## config.mk

```make
export PLATFORM = sky130hd
export DESIGN_NAME = cube_map_texel_address_unit
export DESIGN_NICKNAME = d
export VERILOG_FILES = /design/src/design/cmta_pkg.sv /design/src/design/cmta_face_select.sv /design/src/design/cmta_scale.sv /design/src/design/cmta_div_cell.sv /design/src/design/cmta_index.sv /design/src/design/cube_map_texel_address_unit.sv
export SDC_FILE = /design/constraint.sdc
export NUM_CORES = 2
export LEC_CHECK = 0
export BUFFER_PORTS_ARGS = -buffer_cell sky130_fd_sc_hd__buf_2
export CAP_MARGIN = 40
export CORE_UTILIZATION = 40
export DETAILED_ROUTE_END_ITERATION = 6
export GPL_TIMING_DRIVEN = 0
export MAX_ROUTING_LAYER = met4
export SYNTH_ARGS = -nofsm -noshare
export SYNTH_HDL_FRONTEND = slang
export SYNTH_SLANG_ARGS = --single-unit
export TNS_END_PERCENT = 5
```

## constraint.sdc

```tcl
create_clock -name clock -period 10 [get_ports clock]
set_input_delay 2 -clock clock [delete_from_list [all_inputs] [get_ports clock]]
set_output_delay 2 -clock clock [all_outputs]
set_load 0.005 [all_outputs]
```

## src/design/cmta_pkg.sv

```systemverilog
// ----------------------------------------------------------------------------
// cmta_pkg - shared types and constants of the cube map texel address unit
// Field widths, face and register codes, and the transfer payload structs.
// ----------------------------------------------------------------------------
`default_nettype none

package cmta_pkg;

   // Width of one direction component (two's complement).
   localparam int CMTA_COMP_BITS    = 16;
   // Width of the face size registers.
   localparam int CMTA_REG_SIZE_BITS = 13;
   localparam int CMTA_COUNT_BITS   = 3;
   localparam int CMTA_FACE_BITS    = 3;
   localparam int CMTA_TEXEL_BITS   = 12;
   localparam int CMTA_INDEX_BITS   = 24;
   localparam int CMTA_CSR_IDX_BITS = 2;
   localparam int CMTA_CSR_DATA_BITS = CMTA_REG_SIZE_BITS;

   // Register indexes of the configuration port.
   localparam logic [CMTA_CSR_IDX_BITS-1:0] CMTA_CSR_FACE_WIDTH  = 2'd0;
   localparam logic [CMTA_CSR_IDX_BITS-1:0] CMTA_CSR_FACE_HEIGHT = 2'd1;
   localparam logic [CMTA_CSR_IDX_BITS-1:0] CMTA_CSR_FACE_COUNT  = 2'd2;

   // Register values after reset.
   localparam logic [CMTA_REG_SIZE_BITS-1:0] CMTA_RESET_WIDTH  = 13'd256;
   localparam logic [CMTA_REG_SIZE_BITS-1:0] CMTA_RESET_HEIGHT = 13'd256;
   localparam logic [CMTA_COUNT_BITS-1:0]    CMTA_RESET_COUNT  = 3'd6;
   // A face count of all ones leaves the face number unlimited.
   localparam logic [CMTA_COUNT_BITS-1:0]    CMTA_COUNT_UNLIMITED = 3'd7;

   // Face codes.
   localparam logic [CMTA_FACE_BITS-1:0] CMTA_FACE_POS_X = 3'd0;
   localparam logic [CMTA_FACE_BITS-1:0] CMTA_FACE_NEG_X = 3'd1;
   localparam logic [CMTA_FACE_BITS-1:0] CMTA_FACE_POS_Y = 3'd2;
   localparam logic [CMTA_FACE_BITS-1:0] CMTA_FACE_NEG_Y = 3'd3;
   localparam logic [CMTA_FACE_BITS-1:0] CMTA_FACE_POS_Z = 3'd4;
   localparam logic [CMTA_FACE_BITS-1:0] CMTA_FACE_NEG_Z = 3'd5;

   typedef struct packed {
      logic signed [CMTA_COMP_BITS-1:0] dir_x;
      logic signed [CMTA_COMP_BITS-1:0] dir_y;
      logic signed [CMTA_COMP_BITS-1:0] dir_z;
   } cmta_req_type;

   typedef struct packed {
      logic                       hit_valid;
      logic [CMTA_FACE_BITS-1:0]  face_index;
      logic [CMTA_TEXEL_BITS-1:0] texel_x;
      logic [CMTA_TEXEL_BITS-1:0] texel_y;
      logic [CMTA_INDEX_BITS-1:0] texel_index;
   } cmta_rsp_type;

   // Sideband that rides along the pipeline with each lookup.
   typedef struct packed {
      logic                      hit;
      logic [CMTA_FACE_BITS-1:0] face;
   } cmta_tag_type;

endpackage

`default_nettype wire

```

## src/design/cmta_face_select.sv

```systemverilog
// ----------------------------------------------------------------------------
// cmta_face_select - major axis pick and face coordinate forming
// Picks the face, forms sc+ma, tc+ma and ma, and limits the face number.
// ----------------------------------------------------------------------------
`default_nettype none

module cmta_face_select (
   input  wire                                       clock,
   input  wire                                       reset,
   input  wire                                       in_valid,
   output logic                                      in_ready,
   input  wire cmta_pkg::cmta_req_type               in_dir,
   input  wire [cmta_pkg::CMTA_COUNT_BITS-1:0]       face_count,
   output logic                                      out_valid,
   input  wire                                       out_ready,
   output cmta_pkg::cmta_tag_type                    out_tag,
   output logic [cmta_pkg::CMTA_COMP_BITS-1:0]       out_ma,
   output logic [cmta_pkg::CMTA_COMP_BITS:0]         out_base_x,
   output logic [cmta_pkg::CMTA_COMP_BITS:0]         out_base_y
);

   localparam int CB = cmta_pkg::CMTA_COMP_BITS;

   logic                   valid_ff, valid_in;
   cmta_pkg::cmta_tag_type tag_ff, tag_in;
   logic [CB-1:0]          ma_ff, ma_in;
   logic [CB:0]            base_x_ff, base_x_in, base_y_ff, base_y_in;

   logic signed [CB:0]   x_w, y_w, z_w, nx, ny, nz, sc, tc;
   logic [CB-1:0]        ax, ay, az;
   logic signed [CB+1:0] sum_x, sum_y;
   logic [cmta_pkg::CMTA_FACE_BITS-1:0]  face;
   logic [cmta_pkg::CMTA_COUNT_BITS-1:0] count_m1;
   logic                                 nonzero;

   always_comb begin
      x_w = {in_dir.dir_x[CB-1], in_dir.dir_x};
      y_w = {in_dir.dir_y[CB-1], in_dir.dir_y};
      z_w = {in_dir.dir_z[CB-1], in_dir.dir_z};
      nx  = -x_w;
      ny  = -y_w;
      nz  = -z_w;
      ax  = in_dir.dir_x[CB-1] ? nx[CB-1:0] : x_w[CB-1:0];
      ay  = in_dir.dir_y[CB-1] ? ny[CB-1:0] : y_w[CB-1:0];
      az  = in_dir.dir_z[CB-1] ? nz[CB-1:0] : z_w[CB-1:0];

      // Ties favor X, then Y.
      if (ax >= ay && ax >= az) begin
         ma_in = ax;
         face  = in_dir.dir_x[CB-1] ? cmta_pkg::CMTA_FACE_NEG_X : cmta_pkg::CMTA_FACE_POS_X;
         sc    = in_dir.dir_x[CB-1] ? z_w : nz;
         tc    = ny;
      end else if (ay >= az) begin
         ma_in = ay;
         face  = in_dir.dir_y[CB-1] ? cmta_pkg::CMTA_FACE_NEG_Y : cmta_pkg::CMTA_FACE_POS_Y;
         sc    = x_w;
         tc    = in_dir.dir_y[CB-1] ? nz : z_w;
      end else begin
         ma_in = az;
         face  = in_dir.dir_z[CB-1] ? cmta_pkg::CMTA_FACE_NEG_Z : cmta_pkg::CMTA_FACE_POS_Z;
         sc    = in_dir.dir_z[CB-1] ? nx : x_w;
         tc    = ny;
      end

      // Shift face coordinates into [0, 2*ma].
      sum_x     = {sc[CB], sc} + {2'b00, ma_in};
      sum_y     = {tc[CB], tc} + {2'b00, ma_in};
      base_x_in = sum_x[CB:0];
      base_y_in = sum_y[CB:0];

      nonzero  = (ax != '0) || (ay != '0) || (az != '0);
      count_m1 = face_count - 3'd1;
      tag_in.hit = nonzero && (face_count != '0);
      if (face_count != cmta_pkg::CMTA_COUNT_UNLIMITED && face > count_m1) begin
         tag_in.face = count_m1;
      end else begin
         tag_in.face = face;
      end
   end

   assign in_ready = !valid_ff || out_ready;
   assign valid_in = in_ready ? in_valid : valid_ff;

   always_ff @(posedge clock) begin
      if (reset) begin
         valid_ff <= 1'b0;
      end else begin
         valid_ff <= valid_in;
      end
   end

   always_ff @(posedge clock) begin
      if (in_ready && in_valid) begin
         tag_ff    <= tag_in;
         ma_ff     <= ma_in;
         base_x_ff <= base_x_in;
         base_y_ff <= base_y_in;
      end
   end

   assign out_valid  = valid_ff;
   assign out_tag    = tag_ff;
   assign out_ma     = ma_ff;
   assign out_base_x = base_x_ff;
   assign out_base_y = base_y_ff;

endmodule

`default_nettype wire

```

## src/design/cmta_scale.sv

```systemverilog
// ----------------------------------------------------------------------------
// cmta_scale - numerator and divisor forming
// Multiplies the shifted face coordinates by size-1 and doubles ma.
// ----------------------------------------------------------------------------
`default_nettype none

module cmta_scale #(
   parameter int SIZE_BITS = 13
) (
   input  wire                                   clock,
   input  wire                                   reset,
   input  wire                                   in_valid,
   output logic                                  in_ready,
   input  wire cmta_pkg::cmta_tag_type           in_tag,
   input  wire [cmta_pkg::CMTA_COMP_BITS-1:0]    in_ma,
   input  wire [cmta_pkg::CMTA_COMP_BITS:0]      in_base_x,
   input  wire [cmta_pkg::CMTA_COMP_BITS:0]      in_base_y,
   input  wire [SIZE_BITS-1:0]                   width_m1,
   input  wire [SIZE_BITS-1:0]                   height_m1,
   output logic                                  out_valid,
   input  wire                                   out_ready,
   output cmta_pkg::cmta_tag_type                out_tag,
   output logic [cmta_pkg::CMTA_COMP_BITS+SIZE_BITS:0] out_num_x,
   output logic [cmta_pkg::CMTA_COMP_BITS+SIZE_BITS:0] out_num_y,
   output logic [cmta_pkg::CMTA_COMP_BITS:0]           out_den
);

   localparam int CB       = cmta_pkg::CMTA_COMP_BITS;
   localparam int NUM_BITS = CB + 1 + SIZE_BITS;

   logic                   valid_ff, valid_in;
   cmta_pkg::cmta_tag_type tag_ff;
   logic [NUM_BITS-1:0]    num_x_ff, num_x_in, num_y_ff, num_y_in;
   logic [CB:0]            den_ff, den_in;

   always_comb begin
      num_x_in = NUM_BITS'(in_base_x) * NUM_BITS'(width_m1);
      num_y_in = NUM_BITS'(in_base_y) * NUM_BITS'(height_m1);
      den_in   = {in_ma, 1'b0};
   end

   assign in_ready = !valid_ff || out_ready;
   assign valid_in = in_ready ? in_valid : valid_ff;

   always_ff @(posedge clock) begin
      if (reset) begin
         valid_ff <= 1'b0;
      end else begin
         valid_ff <= valid_in;
      end
   end

   always_ff @(posedge clock) begin
      if (in_ready && in_valid) begin
         tag_ff   <= in_tag;
         num_x_ff <= num_x_in;
         num_y_ff <= num_y_in;
         den_ff   <= den_in;
      end
   end

   assign out_valid = valid_ff;
   assign out_tag   = tag_ff;
   assign out_num_x = num_x_ff;
   assign out_num_y = num_y_ff;
   assign out_den   = den_ff;

endmodule

`default_nettype wire

```

## src/design/cmta_div_cell.sv

```systemverilog
// ----------------------------------------------------------------------------
// cmta_div_cell - one restoring division step for both texel axes
// Decides quotient bit STEP of x and y and hands the remainders on.
// ----------------------------------------------------------------------------
`default_nettype none

module cmta_div_cell #(
   parameter int SIZE_BITS = 13,
   parameter int STEP      = 0
) (
   input  wire                                   clock,
   input  wire                                   reset,
   input  wire                                   in_valid,
   output logic                                  in_ready,
   input  wire cmta_pkg::cmta_tag_type           in_tag,
   input  wire [cmta_pkg::CMTA_COMP_BITS+SIZE_BITS:0] in_rem_x,
   input  wire [cmta_pkg::CMTA_COMP_BITS+SIZE_BITS:0] in_rem_y,
   input  wire [SIZE_BITS-1:0]                   in_q_x,
   input  wire [SIZE_BITS-1:0]                   in_q_y,
   input  wire [cmta_pkg::CMTA_COMP_BITS:0]      in_den,
   output logic                                  out_valid,
   input  wire                                   out_ready,
   output cmta_pkg::cmta_tag_type                out_tag,
   output logic [cmta_pkg::CMTA_COMP_BITS+SIZE_BITS:0] out_rem_x,
   output logic [cmta_pkg::CMTA_COMP_BITS+SIZE_BITS:0] out_rem_y,
   output logic [SIZE_BITS-1:0]                  out_q_x,
   output logic [SIZE_BITS-1:0]                  out_q_y,
   output logic [cmta_pkg::CMTA_COMP_BITS:0]     out_den
);

   localparam int CB       = cmta_pkg::CMTA_COMP_BITS;
   localparam int NUM_BITS = CB + 1 + SIZE_BITS;

   logic                   valid_ff, valid_in;
   cmta_pkg::cmta_tag_type tag_ff;
   logic [NUM_BITS-1:0]    rem_x_ff, rem_x_in, rem_y_ff, rem_y_in, shifted;
   logic [SIZE_BITS-1:0]   q_x_ff, q_x_in, q_y_ff, q_y_in;
   logic [CB:0]            den_ff;

   always_comb begin
      // The quotient never exceeds size-1; the shifted divisor fits in NUM_BITS.
      shifted  = NUM_BITS'(in_den) << STEP;
      rem_x_in = in_rem_x;
      rem_y_in = in_rem_y;
      q_x_in   = in_q_x;
      q_y_in   = in_q_y;
      if (in_rem_x >= shifted) begin
         rem_x_in     = in_rem_x - shifted;
         q_x_in[STEP] = 1'b1;
      end
      if (in_rem_y >= shifted) begin
         rem_y_in     = in_rem_y - shifted;
         q_y_in[STEP] = 1'b1;
      end
   end

   assign in_ready = !valid_ff || out_ready;
   assign valid_in = in_ready ? in_valid : valid_ff;

   always_ff @(posedge clock) begin
      if (reset) begin
         valid_ff <= 1'b0;
      end else begin
         valid_ff <= valid_in;
      end
   end

   always_ff @(posedge clock) begin
      if (in_ready && in_valid) begin
         tag_ff   <= in_tag;
         rem_x_ff <= rem_x_in;
         rem_y_ff <= rem_y_in;
         q_x_ff   <= q_x_in;
         q_y_ff   <= q_y_in;
         den_ff   <= in_den;
      end
   end

   assign out_valid = valid_ff;
   assign out_tag   = tag_ff;
   assign out_rem_x = rem_x_ff;
   assign out_rem_y = rem_y_ff;
   assign out_q_x   = q_x_ff;
   assign out_q_y   = q_y_ff;
   assign out_den   = den_ff;

endmodule

`default_nettype wire

```

## src/design/cmta_index.sv

```systemverilog
// ----------------------------------------------------------------------------
// cmta_index - texel clamp, linear index and result register
// Clamps the quotients, forms y*width+x and holds the result for transfer.
// ----------------------------------------------------------------------------
`default_nettype none

module cmta_index #(
   parameter int SIZE_BITS = 13
) (
   input  wire                          clock,
   input  wire                          reset,
   input  wire                          in_valid,
   output logic                         in_ready,
   input  wire cmta_pkg::cmta_tag_type  in_tag,
   input  wire [SIZE_BITS-1:0]          in_q_x,
   input  wire [SIZE_BITS-1:0]          in_q_y,
   input  wire [SIZE_BITS-1:0]          width,
   input  wire [SIZE_BITS-1:0]          width_m1,
   input  wire [SIZE_BITS-1:0]          height_m1,
   output logic                         out_valid,
   input  wire                          out_ready,
   output cmta_pkg::cmta_rsp_type       out_rsp
);

   localparam int PROD_BITS = 2 * SIZE_BITS + 1;

   logic                   valid_ff, valid_in;
   cmta_pkg::cmta_rsp_type rsp_ff, rsp_in;
   logic [SIZE_BITS-1:0]   tx, ty;
   logic [PROD_BITS-1:0]   linear;

   always_comb begin
      tx     = (in_q_x > width_m1) ? width_m1 : in_q_x;
      ty     = (in_q_y > height_m1) ? height_m1 : in_q_y;
      linear = PROD_BITS'(ty) * PROD_BITS'(width) + PROD_BITS'(tx);
      rsp_in = '0;
      // Background lookups leave every field zero.
      if (in_tag.hit) begin
         rsp_in.hit_valid   = 1'b1;
         rsp_in.face_index  = in_tag.face;
         rsp_in.texel_x     = cmta_pkg::CMTA_TEXEL_BITS'(tx);
         rsp_in.texel_y     = cmta_pkg::CMTA_TEXEL_BITS'(ty);
         rsp_in.texel_index = cmta_pkg::CMTA_INDEX_BITS'(linear);
      end
   end

   assign in_ready = !valid_ff || out_ready;
   assign valid_in = in_ready ? in_valid : valid_ff;

   always_ff @(posedge clock) begin
      if (reset) begin
         valid_ff <= 1'b0;
      end else begin
         valid_ff <= valid_in;
      end
   end

   always_ff @(posedge clock) begin
      if (in_ready && in_valid) begin
         rsp_ff <= rsp_in;
      end
   end

   assign out_valid = valid_ff;
   assign out_rsp   = rsp_ff;

endmodule

`default_nettype wire

```

## src/design/cube_map_texel_address_unit.sv

```systemverilog
// ----------------------------------------------------------------------------
// cube_map_texel_address_unit - cube map face and texel address
// Maps a lookup direction to a face number, texel column, row and linear index.
// ----------------------------------------------------------------------------
//
//   channel | direction | handshake              | payload
//   --------+-----------+------------------------+-------------------------------
//   req     | in        | req_valid / req_ready  | cmta_req_type (dir_x,y,z)
//   rsp     | out       | rsp_valid / rsp_ready  | cmta_rsp_type (hit, face, texel)
//   csr     | in        | csr_valid / csr_ready  | csr_index, csr_data
//
// One direction enters per cycle while req_ready is high. The stages are face
// select, scale multiply, one restoring division cell per quotient bit, then the
// index register, which is also the result register.
// Each stage holds its transfer only while the stage after it is full and
// stalled, so bubbles close up; a stalled result stops new input only once all
// SIZE_BITS + 3 stages hold a transfer.
// Reset clears the stage valid bits and loads 256 x 256 faces, six of them.
// The csr port is always ready; write it only while the pipeline is empty.
// ----------------------------------------------------------------------------
`default_nettype none

module cube_map_texel_address_unit #(
   parameter int MAX_FACE_SIZE = 4096
) (
   input  wire                                         clock,
   input  wire                                         reset,
   input  wire                                         req_valid,
   output logic                                        req_ready,
   input  wire cmta_pkg::cmta_req_type                 req_payload,
   output logic                                        rsp_valid,
   input  wire                                         rsp_ready,
   output cmta_pkg::cmta_rsp_type                      rsp_payload,
   input  wire                                         csr_valid,
   output logic                                        csr_ready,
   input  wire [cmta_pkg::CMTA_CSR_IDX_BITS-1:0]       csr_index,
   input  wire [cmta_pkg::CMTA_CSR_DATA_BITS-1:0]      csr_data
);

   // Effective face size never exceeds MAX_FACE_SIZE, nor the size register unless that is zero.
   localparam int MAX_SIZE_BITS = $clog2(MAX_FACE_SIZE + 1);
   localparam int SIZE_BITS     = (MAX_SIZE_BITS < cmta_pkg::CMTA_REG_SIZE_BITS)
                                  ? MAX_SIZE_BITS : cmta_pkg::CMTA_REG_SIZE_BITS;
   localparam int CB            = cmta_pkg::CMTA_COMP_BITS;
   localparam int NUM_BITS      = CB + 1 + SIZE_BITS;
   localparam int RB            = cmta_pkg::CMTA_REG_SIZE_BITS;

   // ---- configuration registers -------------------------------------------
   logic [RB-1:0]                        width_ff, height_ff;
   logic [cmta_pkg::CMTA_COUNT_BITS-1:0] count_ff;
   logic [SIZE_BITS-1:0]                 eff_width, eff_height, width_m1, height_m1;

   assign csr_ready = 1'b1;

   always_ff @(posedge clock) begin
      if (reset) begin
         width_ff  <= cmta_pkg::CMTA_RESET_WIDTH;
         height_ff <= cmta_pkg::CMTA_RESET_HEIGHT;
         count_ff  <= cmta_pkg::CMTA_RESET_COUNT;
      end else if (csr_valid && csr_ready) begin
         case (csr_index)
            cmta_pkg::CMTA_CSR_FACE_WIDTH: begin
               width_ff <= csr_data;
            end
            cmta_pkg::CMTA_CSR_FACE_HEIGHT: begin
               height_ff <= csr_data;
            end
            cmta_pkg::CMTA_CSR_FACE_COUNT: begin
               count_ff <= cmta_pkg::CMTA_COUNT_BITS'(csr_data);
            end
            default: begin
               // Drop writes to unmapped indexes.
            end
         endcase
      end
   end

   // Treat size zero as one and cap sizes at MAX_FACE_SIZE.
   always_comb begin
      if (width_ff == '0) begin
         eff_width = SIZE_BITS'(1);
      end else if (32'(width_ff) > MAX_FACE_SIZE) begin
         eff_width = SIZE_BITS'(MAX_FACE_SIZE);
      end else begin
         eff_width = SIZE_BITS'(width_ff);
      end
      if (height_ff == '0) begin
         eff_height = SIZE_BITS'(1);
      end else if (32'(height_ff) > MAX_FACE_SIZE) begin
         eff_height = SIZE_BITS'(MAX_FACE_SIZE);
      end else begin
         eff_height = SIZE_BITS'(height_ff);
      end
      width_m1  = eff_width - SIZE_BITS'(1);
      height_m1 = eff_height - SIZE_BITS'(1);
   end

   // ---- face select stage -----------------------------------------------
   logic                   fs_valid, fs_ready;
   cmta_pkg::cmta_tag_type fs_tag;
   logic [CB-1:0]          fs_ma;
   logic [CB:0]            fs_base_x, fs_base_y;

   cmta_face_select u_face_select (
      .clock      (clock),
      .reset      (reset),
      .in_valid   (req_valid),
      .in_ready   (req_ready),
      .in_dir     (req_payload),
      .face_count (count_ff),
      .out_valid  (fs_valid),
      .out_ready  (fs_ready),
      .out_tag    (fs_tag),
      .out_ma     (fs_ma),
      .out_base_x (fs_base_x),
      .out_base_y (fs_base_y)
   );

   // ---- scale stage -----------------------------------------------------
   // Chain index 0 is the scale stage output; index k+1 is cell k's output.
   logic                   ch_valid [SIZE_BITS+1];
   logic                   ch_ready [SIZE_BITS+1];
   cmta_pkg::cmta_tag_type ch_tag   [SIZE_BITS+1];
   logic [NUM_BITS-1:0]    ch_rem_x [SIZE_BITS+1];
   logic [NUM_BITS-1:0]    ch_rem_y [SIZE_BITS+1];
   logic [SIZE_BITS-1:0]   ch_q_x   [SIZE_BITS+1];
   logic [SIZE_BITS-1:0]   ch_q_y   [SIZE_BITS+1];
   logic [CB:0]            ch_den   [SIZE_BITS+1];

   cmta_scale #(
      .SIZE_BITS (SIZE_BITS)
   ) u_scale (
      .clock     (clock),
      .reset     (reset),
      .in_valid  (fs_valid),
      .in_ready  (fs_ready),
      .in_tag    (fs_tag),
      .in_ma     (fs_ma),
      .in_base_x (fs_base_x),
      .in_base_y (fs_base_y),
      .width_m1  (width_m1),
      .height_m1 (height_m1),
      .out_valid (ch_valid[0]),
      .out_ready (ch_ready[0]),
      .out_tag   (ch_tag[0]),
      .out_num_x (ch_rem_x[0]),
      .out_num_y (ch_rem_y[0]),
      .out_den   (ch_den[0])
   );

   // Quotients start empty and fill one bit per cell, most significant first.
   assign ch_q_x[0] = '0;
   assign ch_q_y[0] = '0;

   // ---- division chain --------------------------------------------------
   for (genvar k = 0; k < SIZE_BITS; k++) begin : g_div
      cmta_div_cell #(
         .SIZE_BITS (SIZE_BITS),
         .STEP      (SIZE_BITS - 1 - k)
      ) u_cell (
         .clock     (clock),
         .reset     (reset),
         .in_valid  (ch_valid[k]),
         .in_ready  (ch_ready[k]),
         .in_tag    (ch_tag[k]),
         .in_rem_x  (ch_rem_x[k]),
         .in_rem_y  (ch_rem_y[k]),
         .in_q_x    (ch_q_x[k]),
         .in_q_y    (ch_q_y[k]),
         .in_den    (ch_den[k]),
         .out_valid (ch_valid[k+1]),
         .out_ready (ch_ready[k+1]),
         .out_tag   (ch_tag[k+1]),
         .out_rem_x (ch_rem_x[k+1]),
         .out_rem_y (ch_rem_y[k+1]),
         .out_q_x   (ch_q_x[k+1]),
         .out_q_y   (ch_q_y[k+1]),
         .out_den   (ch_den[k+1])
      );
   end

   // ---- index and result stage -------------------------------------------
   cmta_index #(
      .SIZE_BITS (SIZE_BITS)
   ) u_index (
      .clock     (clock),
      .reset     (reset),
      .in_valid  (ch_valid[SIZE_BITS]),
      .in_ready  (ch_ready[SIZE_BITS]),
      .in_tag    (ch_tag[SIZE_BITS]),
      .in_q_x    (ch_q_x[SIZE_BITS]),
      .in_q_y    (ch_q_y[SIZE_BITS]),
      .width     (eff_width),
      .width_m1  (width_m1),
      .height_m1 (height_m1),
      .out_valid (rsp_valid),
      .out_ready (rsp_ready),
      .out_rsp   (rsp_payload)
   );

endmodule

`default_nettype wire

```

# Word level (Yosys, flattened, before mapping)
# Index checks and enable logic that the tools add are counted.
[classes] n_eq_ne=3 muxes=51 mul=3 n_lt_le_gt_ge=34 reduce_logical=63 addsub=33
[op_table] operator="30-bit two-way mux" n=24
[op_table] operator="17-bit two-way mux" n=7
[op_table] operator="16-bit two-way mux" n=5
[op_table] operator="13-bit two-way mux" n=6
[op_table] operator="30-bit by 17-bit >= comparator with 1-bit output" n=2
[op_table] operator="30-bit by 18-bit >= comparator with 1-bit output" n=2
[op_table] operator="30-bit by 19-bit >= comparator with 1-bit output" n=2
[op_table] operator="30-bit by 20-bit >= comparator with 1-bit output" n=2
[op_table] operator="30-bit by 21-bit >= comparator with 1-bit output" n=2
[op_table] operator="30-bit by 22-bit >= comparator with 1-bit output" n=2
[op_table] operator="30-bit by 23-bit >= comparator with 1-bit output" n=2
[op_table] operator="30-bit by 24-bit >= comparator with 1-bit output" n=2
[op_table] operator="30-bit by 25-bit >= comparator with 1-bit output" n=2
[op_table] operator="30-bit by 26-bit >= comparator with 1-bit output" n=2
[op_table] operator="30-bit by 27-bit >= comparator with 1-bit output" n=2
[op_table] operator="30-bit by 28-bit >= comparator with 1-bit output" n=2
[op_table] operator="30-bit by 29-bit >= comparator with 1-bit output" n=2
[op_table] operator="17-bit by 13-bit multiplier with 30-bit output" n=2
[op_table] operator="30-bit by 18-bit subtractor with 30-bit output" n=2
[op_table] operator="30-bit by 19-bit subtractor with 30-bit output" n=2
[op_table] operator="30-bit by 20-bit subtractor with 30-bit output" n=2
[op_table] operator="30-bit by 21-bit subtractor with 30-bit output" n=2
[op_table] operator="30-bit by 22-bit subtractor with 30-bit output" n=2
[op_table] operator="30-bit by 23-bit subtractor with 30-bit output" n=2
[op_table] operator="other kinds (30)" n=105
[word_totals] in_bits=68 out_inout_bits=55 reg_bits=1377 word_cells=333

# Longest topological paths before layout
[logic_depth] depth_word=18 mapped_depth=48 mapped_depth_nobuf=42

# By module
# A second synthesis with hierarchy kept.
[hier_totals] cells_unflattened=10385 area_unflattened_um2=111057.8
[by_module_without_submodules] mod="cmta_scale" cells_per_inst=1863 seq_area_each_um2=2422.3 instances=1 area_each_um2=17229.0
[by_module_without_submodules] mod="cmta_index" cells_per_inst=901 seq_area_each_um2=1581.5 instances=1 area_each_um2=8831.0
[by_module_without_submodules] mod="cmta_face_select" cells_per_inst=849 seq_area_each_um2=1641.6 instances=1 area_each_um2=6905.4
[by_module_without_submodules] mod="cmta_div_cell at g_div[11].u_cell" cells_per_inst=551 seq_area_each_um2=3233.1 instances=1 area_each_um2=6103.4
[by_module_without_submodules] mod="cmta_div_cell at g_div[7].u_cell" cells_per_inst=537 seq_area_each_um2=3233.1 instances=1 area_each_um2=6075.8
[by_module_without_submodules] mod="cmta_div_cell at g_div[12].u_cell" cells_per_inst=536 seq_area_each_um2=3233.1 instances=1 area_each_um2=6047.0
[by_module_without_submodules] mod="cmta_div_cell at g_div[9].u_cell" cells_per_inst=529 seq_area_each_um2=3233.1 instances=1 area_each_um2=5984.5
[by_module_without_submodules] mod="cmta_div_cell at g_div[10].u_cell" cells_per_inst=500 seq_area_each_um2=3233.1 instances=1 area_each_um2=5959.5
[by_module_without_submodules] mod="cmta_div_cell at g_div[3].u_cell" cells_per_inst=511 seq_area_each_um2=3233.1 instances=1 area_each_um2=5948.2
[by_module_without_submodules] mod="cmta_div_cell at g_div[6].u_cell" cells_per_inst=504 seq_area_each_um2=3233.1 instances=1 area_each_um2=5873.1
[by_module_without_submodules] mod="cmta_div_cell at g_div[1].u_cell" cells_per_inst=467 seq_area_each_um2=3233.1 instances=1 area_each_um2=5821.8
[by_module_without_submodules] mod="cmta_div_cell at g_div[8].u_cell" cells_per_inst=512 seq_area_each_um2=3233.1 instances=1 area_each_um2=5815.6
[by_module_without_submodules] mod="cmta_div_cell at g_div[2].u_cell" cells_per_inst=475 seq_area_each_um2=3233.1 instances=1 area_each_um2=5711.7
[by_module_without_submodules] mod="cmta_div_cell at g_div[4].u_cell" cells_per_inst=473 seq_area_each_um2=3233.1 instances=1 area_each_um2=5698.0
[by_module_without_submodules] mod="+3 rows"

# Least setup slack after synthesis
# No wires, ideal clock.
[synth_path] path_kind="register to register" from="reg height_ff[2]" to="reg u_index.rsp_ff, in the netlist u_index.out_rsp[23] (data pin)" t_arrival_ps=10395 path_slack_ps=-650 required_ps=9745 synth_period_minus_slack_ps=10650 setup_ps=255 n_path_buf=6 stages_incl_launch_ff=48 cell_sequence="dfxtp_1 > nor3_1 > nand3_1 > nor3_1 > nand2_1 > a21oi_1 > clkbuf_1 > inv_1 > ha_1 > clkbuf_1 > inv_1 > o21ai_0 > o211ai_1 > a21o_1 > clkbuf_1 > buf_1 > inv_1 > ha_1 > (+12 left out) > fa_1 > inv_1 > fa_1 > inv_1 > fa_1 > inv_1 > fa_1 > inv_1 > ha_1 > nor3_1 > o2bb2ai_1 > a211oi_1 > nor2_1 > nand3b_1 > a21o_1 > a21oi_1 > xnor3_1 > and2_1"
[synth_between] elab_chain_len=8 word_cells_on_any_way=9 classes_between="add/sub: 2; mul: 1; order compare: 2; mux: 3; reduce/logical: 1"
[synth_rtl] item="start, declared" line="cube_map_texel_address_unit.sv:49" text="logic [RB-1:0] width_ff, height_ff;"
[synth_rtl] item="start signal, assigned" line="cube_map_texel_address_unit.sv:58" text="height_ff <= cmta_pkg::CMTA_RESET_HEIGHT;"
[synth_rtl] item="start signal, assigned" line="cube_map_texel_address_unit.sv:66" text="height_ff <= csr_data;"
[synth_rtl] item="13-bit greater-than comparator" line="cube_map_texel_address_unit.sv:89" text="end else if (32'(height_ff) > MAX_FACE_SIZE) begin"
[synth_rtl] item="13-bit two-way mux" line="cube_map_texel_address_unit.sv:89"
[synth_rtl] item="13-bit two-way mux *" line="cube_map_texel_address_unit.sv:87" text="if (height_ff == '0) begin"
[synth_rtl] item="13-bit by 1-bit subtractor with 13-bit output *" line="cube_map_texel_address_unit.sv:95" text="height_m1 = eff_height - SIZE_BITS'(1);"
[synth_rtl] item="13-bit greater-than comparator" line="cmta_index.sv:34" text="ty = (in_q_y > height_m1) ? height_m1 : in_q_y;"
[synth_rtl] item="13-bit two-way mux *" line="cmta_index.sv:34"
[synth_rtl] item="13-bit by 13-bit multiplier with 24-bit output *" line="cmta_index.sv:35" text="linear = PROD_BITS'(ty) * PROD_BITS'(width) + PROD_BITS'(tx);"
[synth_rtl] item="24-bit by 13-bit adder with 24-bit output *" line="cmta_index.sv:35"
[synth_rtl] item="end signal, assigned" line="cmta_index.sv:60" text="rsp_ff <= rsp_in;"
[synth_rtl] item="end, declared" line="cmta_index.sv:28" text="cmta_pkg::cmta_rsp_type rsp_ff, rsp_in;"
# Every way passes the cells marked *; elsewhere a longest branch is shown, timed or not.
# A chain may end at the register's enable or synchronous reset.

# Final worst setup path
[layout_path] from="reg height_ff[2]" to="reg u_index.rsp_ff, in the netlist u_index.out_rsp[22] (data pin)"
# Same word-level chain as after synthesis.

==> results.ini <==
[worst_setup_path]
slowest_delay_ns=0.56
slowest_stage=fa_1
timing.rr.start=height_ff[2]$_SDFFE_PP0P_
reg2reg_slack_ns=0.26
required_ns=10.54
crit_top_cell=fa_1
critPathMaxFanout=10
worst-setup-path-type=reg2reg
arrival_ns=10.28
rr_worst_depth=43
cp-start-kind=flop
cp-end-kind=flop
r2r-end=u_index.out_rsp[22]$_SDFFCE_PN0P_

[layout]
layout-drive-gt1-share_pct=7.635
syn_to_final_growth_pct=12.57
nNetsFinal=10530
num-fill-cells=21860

[clock_tree]
cts_buffers=155
root_buffer=clkbuf_16
cts_tree=built
cts_max_level=4
clk_path_buf_depth=3
cts_hold_buffers=0
clock_sinks=1377
clk_latency_ns=0.84
clkTransAtPathRegs_ns=0.06

[outcome]
status=complete, no violations

[floorplanning]
io_pins=123
die_h_um=488.0
die_area_um2=238100
start_util_pct=40.20
placeableCoreArea_um2=235000
num_rows=178
die_width_um=488.0

[detailed_routing]
ant_nets=0
routed_wl_um=273400
dr_total_vias=67200
drc=0
drt_iter0_drc=4788
viasPerCell=5.380
routedWlPerCell_um=21.89
firstDrtPassIters=6

[synth]
seq_area_frac_synth_pct=43.30
syn_area_um2=94460
synthTopCellsByCount=1332 x edfxtp_1, 897 x inv_1, 852 x nand2_1, 765 x ha_1, 644 x nor2_1
synth_ff_type=edfxtp_1
syn-num-nets=10140
synthArstFlopShare_pct=0
synth.most_common_cell=edfxtp_1
yosys.area.top_type=edfxtp_1
synth_seq_cells=1377
postSynthCellCount=8820
yosys_warnings=0
synth_edf_count=1332
synth_top_area_share_pct=42.34
synth.distinct_cells=94
synthTopCellsByArea=edfxtp_1 42%, fa_1 10%, ha_1 10%
avgSynthCellArea_um2=10.71

[global_routing]
grt_pass1_vias=67010
antenna_found_initial=5
grt_pass1_wl_um=410900
grt-ovfl-total=0
grt_max_degree=66
grtUsageTotal_pct=23.58

[hold_path]
worstHoldPathCells=0
worst_hold_path_type=reg2reg
whs_endpoint=g_div[11].u_cell.out_q_x[10]$_DFFE_PP_
hp-start=g_div[10].u_cell.out_q_x[10]$_DFFE_PP_

[sta]
final_max_slew_viol_count=0
period_share_pct=97.36
skew_ns=0.08402
holdWs_ns=0.3802
finalHoldViolations=0
period_minus_slack_ns=9.736
tightest_slew_ns=0.9357
rsz0062_at_grt=true
max_slew_margin_pct=37.17
setup_viol=0
max_freq_mhz=102.7

[placed_design]
place_hpwl_um=222200
gp_congestion=0.9544
io_buffer_count=111

[run]
max_cap_violations=0

[registers in the layout (all words and copies together) (netlist names)]
register	flops
g_div.u_cell.out_rem_x	360
g_div.u_cell.out_rem_y	360
g_div.u_cell.out_den	192
g_div.u_cell.out_q_x	91
g_div.u_cell.out_q_y	91
g_div.u_cell.out_tag	52
u_index.out_rsp	52
u_scale.out_num_x	30
u_scale.out_num_y	30
u_face_select.out_base_x	17
u_face_select.out_base_y	17
u_face_select.out_ma	16
u_scale.out_den	16
g_div.u_cell.out_valid	13
height_ff	13
width_ff	13
u_face_select.out_tag	4
u_scale.out_tag	4
count_ff	3
u_face_select.out_valid	1
u_index.out_valid	1
u_scale.out_valid	1
[critical path, delay by kind of cell (launching register included)]
family / cells / cell delay, ns
adder cells (fa/ha/maj): 9 / 3.81
AND/OR/NAND/NOR: 14 / 2.27
AO/OA/AOI/OAI: 7 / 1.45
buffers and inverters: 12 / 1.44
flip-flops: 1 / 0.35
XOR/XNOR: 1 / 0.15
[per-layer routing]
| layer | up-vias | track usage, % | wire (um) |
|---|---|---|---|
| met5 | - | - | 0 |
| met1 | 33290 | 30.85 | 121500 |
| met2 | 1732 | 38.49 | 131100 |
| met4 | 0 | 6.961 | 8129 |
| li1 | 31790 | - | - |
| met3 | 391 | 2.562 | 12690 |
[metrics by stage]
step	setup TNS [ns]	cell area (um2)	util (%)	instances	setup WS, ns
after floorplan	-8.006	94480	-	8820	-0.2417
after global placement	-671.86	98980	42.13	12080	-3.404
after detailed placement	-52.39	100300	42.68	12160	-3.305
after CTS	0	106000	45.10	12460	0.01816
after global routing	-0.2602	106300	45.25	12490	-0.1376
final	0	106300	45.26	12490	0.2643
[how the worst max path moves through the flow]
stage                         startpoint                                 to  slack (ns)  cells after the start
6_report       height_ff[2]$_SDFFE_PP0P_  u_index.out_rsp[22]$_SDFFCE_PN0P_        0.26                     43
5_1_grt        height_ff[2]$_SDFFE_PP0P_  u_index.out_rsp[23]$_SDFFCE_PN0P_       -0.14                     39
4_1_cts        height_ff[4]$_SDFFE_PP0P_  u_index.out_rsp[23]$_SDFFCE_PN0P_        0.02                     46
3_5_place_dp   height_ff[2]$_SDFFE_PP0P_  u_index.out_rsp[22]$_SDFFCE_PN0P_       -3.31                     43
3_3_place_gp   height_ff[2]$_SDFFE_PP0P_  u_index.out_rsp[22]$_SDFFCE_PN0P_       -3.40                     43
2_1_floorplan  height_ff[2]$_SDFFE_PP0P_  u_index.out_rsp[23]$_SDFFCE_PN0P_       -0.24                     48
[final cells by class]
cell class	count	area (um2)	area share [%]
repair buffers	234	2043	1.922
diodes	4	10.01	0.009413
inverters	903	3396	3.193
well taps	3150	3941	3.707
clock inverters	104	1280	1.204
plain buffers	214	935.9	0.8801
multi-input cells	6322	49830	46.86
clock buffers	184	3998	3.759
flip-flops and latches	1377	40900	38.47
[cells by family (layout without fill, tap and decap cells)]
| family | count (synthesis) | count (layout) | synth area share [%] |
|---|---|---|---|
| buffers and inverters | 1121 | 1639 | 4.474 |
| and+or+nand+nor | 2705 | 2705 | 13.92 |
| muxes | 147 | 147 | 1.677 |
| DFF | 1377 | 1377 | 43.30 |
| AOI/OAI and AO/OA | 1601 | 1601 | 10.45 |
| adders and majority gates | 1250 | 1250 | 20.41 |
| other | 1 | 5 | 0.003970 |
| xor gates and xnor gates | 618 | 618 | 5.765 |
[placed cells by master (no fill, tap or decap), drive strengths merged, types with 182 or more instances in the layout]
cell	count
a21oi	536
buf	253
clkbuf	377
edfxtp	1332
fa	485
ha	765
inv	906
nand2	853
nor2	644
nor2b	182
o21ai	413
xnor2	334
xor2	283
[what timing repair did]
item                       in CTS  in global routing
pin swaps                      10                 28
setup buffers                  17                 27
setup endpoints to repair      30                 14
resized for setup              70                 64
hold endpoints to repair        0                  0
Power is left out: the tool's default activity adds up to more than one toggle a clock period on the data nets, which glitch-free logic cannot reach.
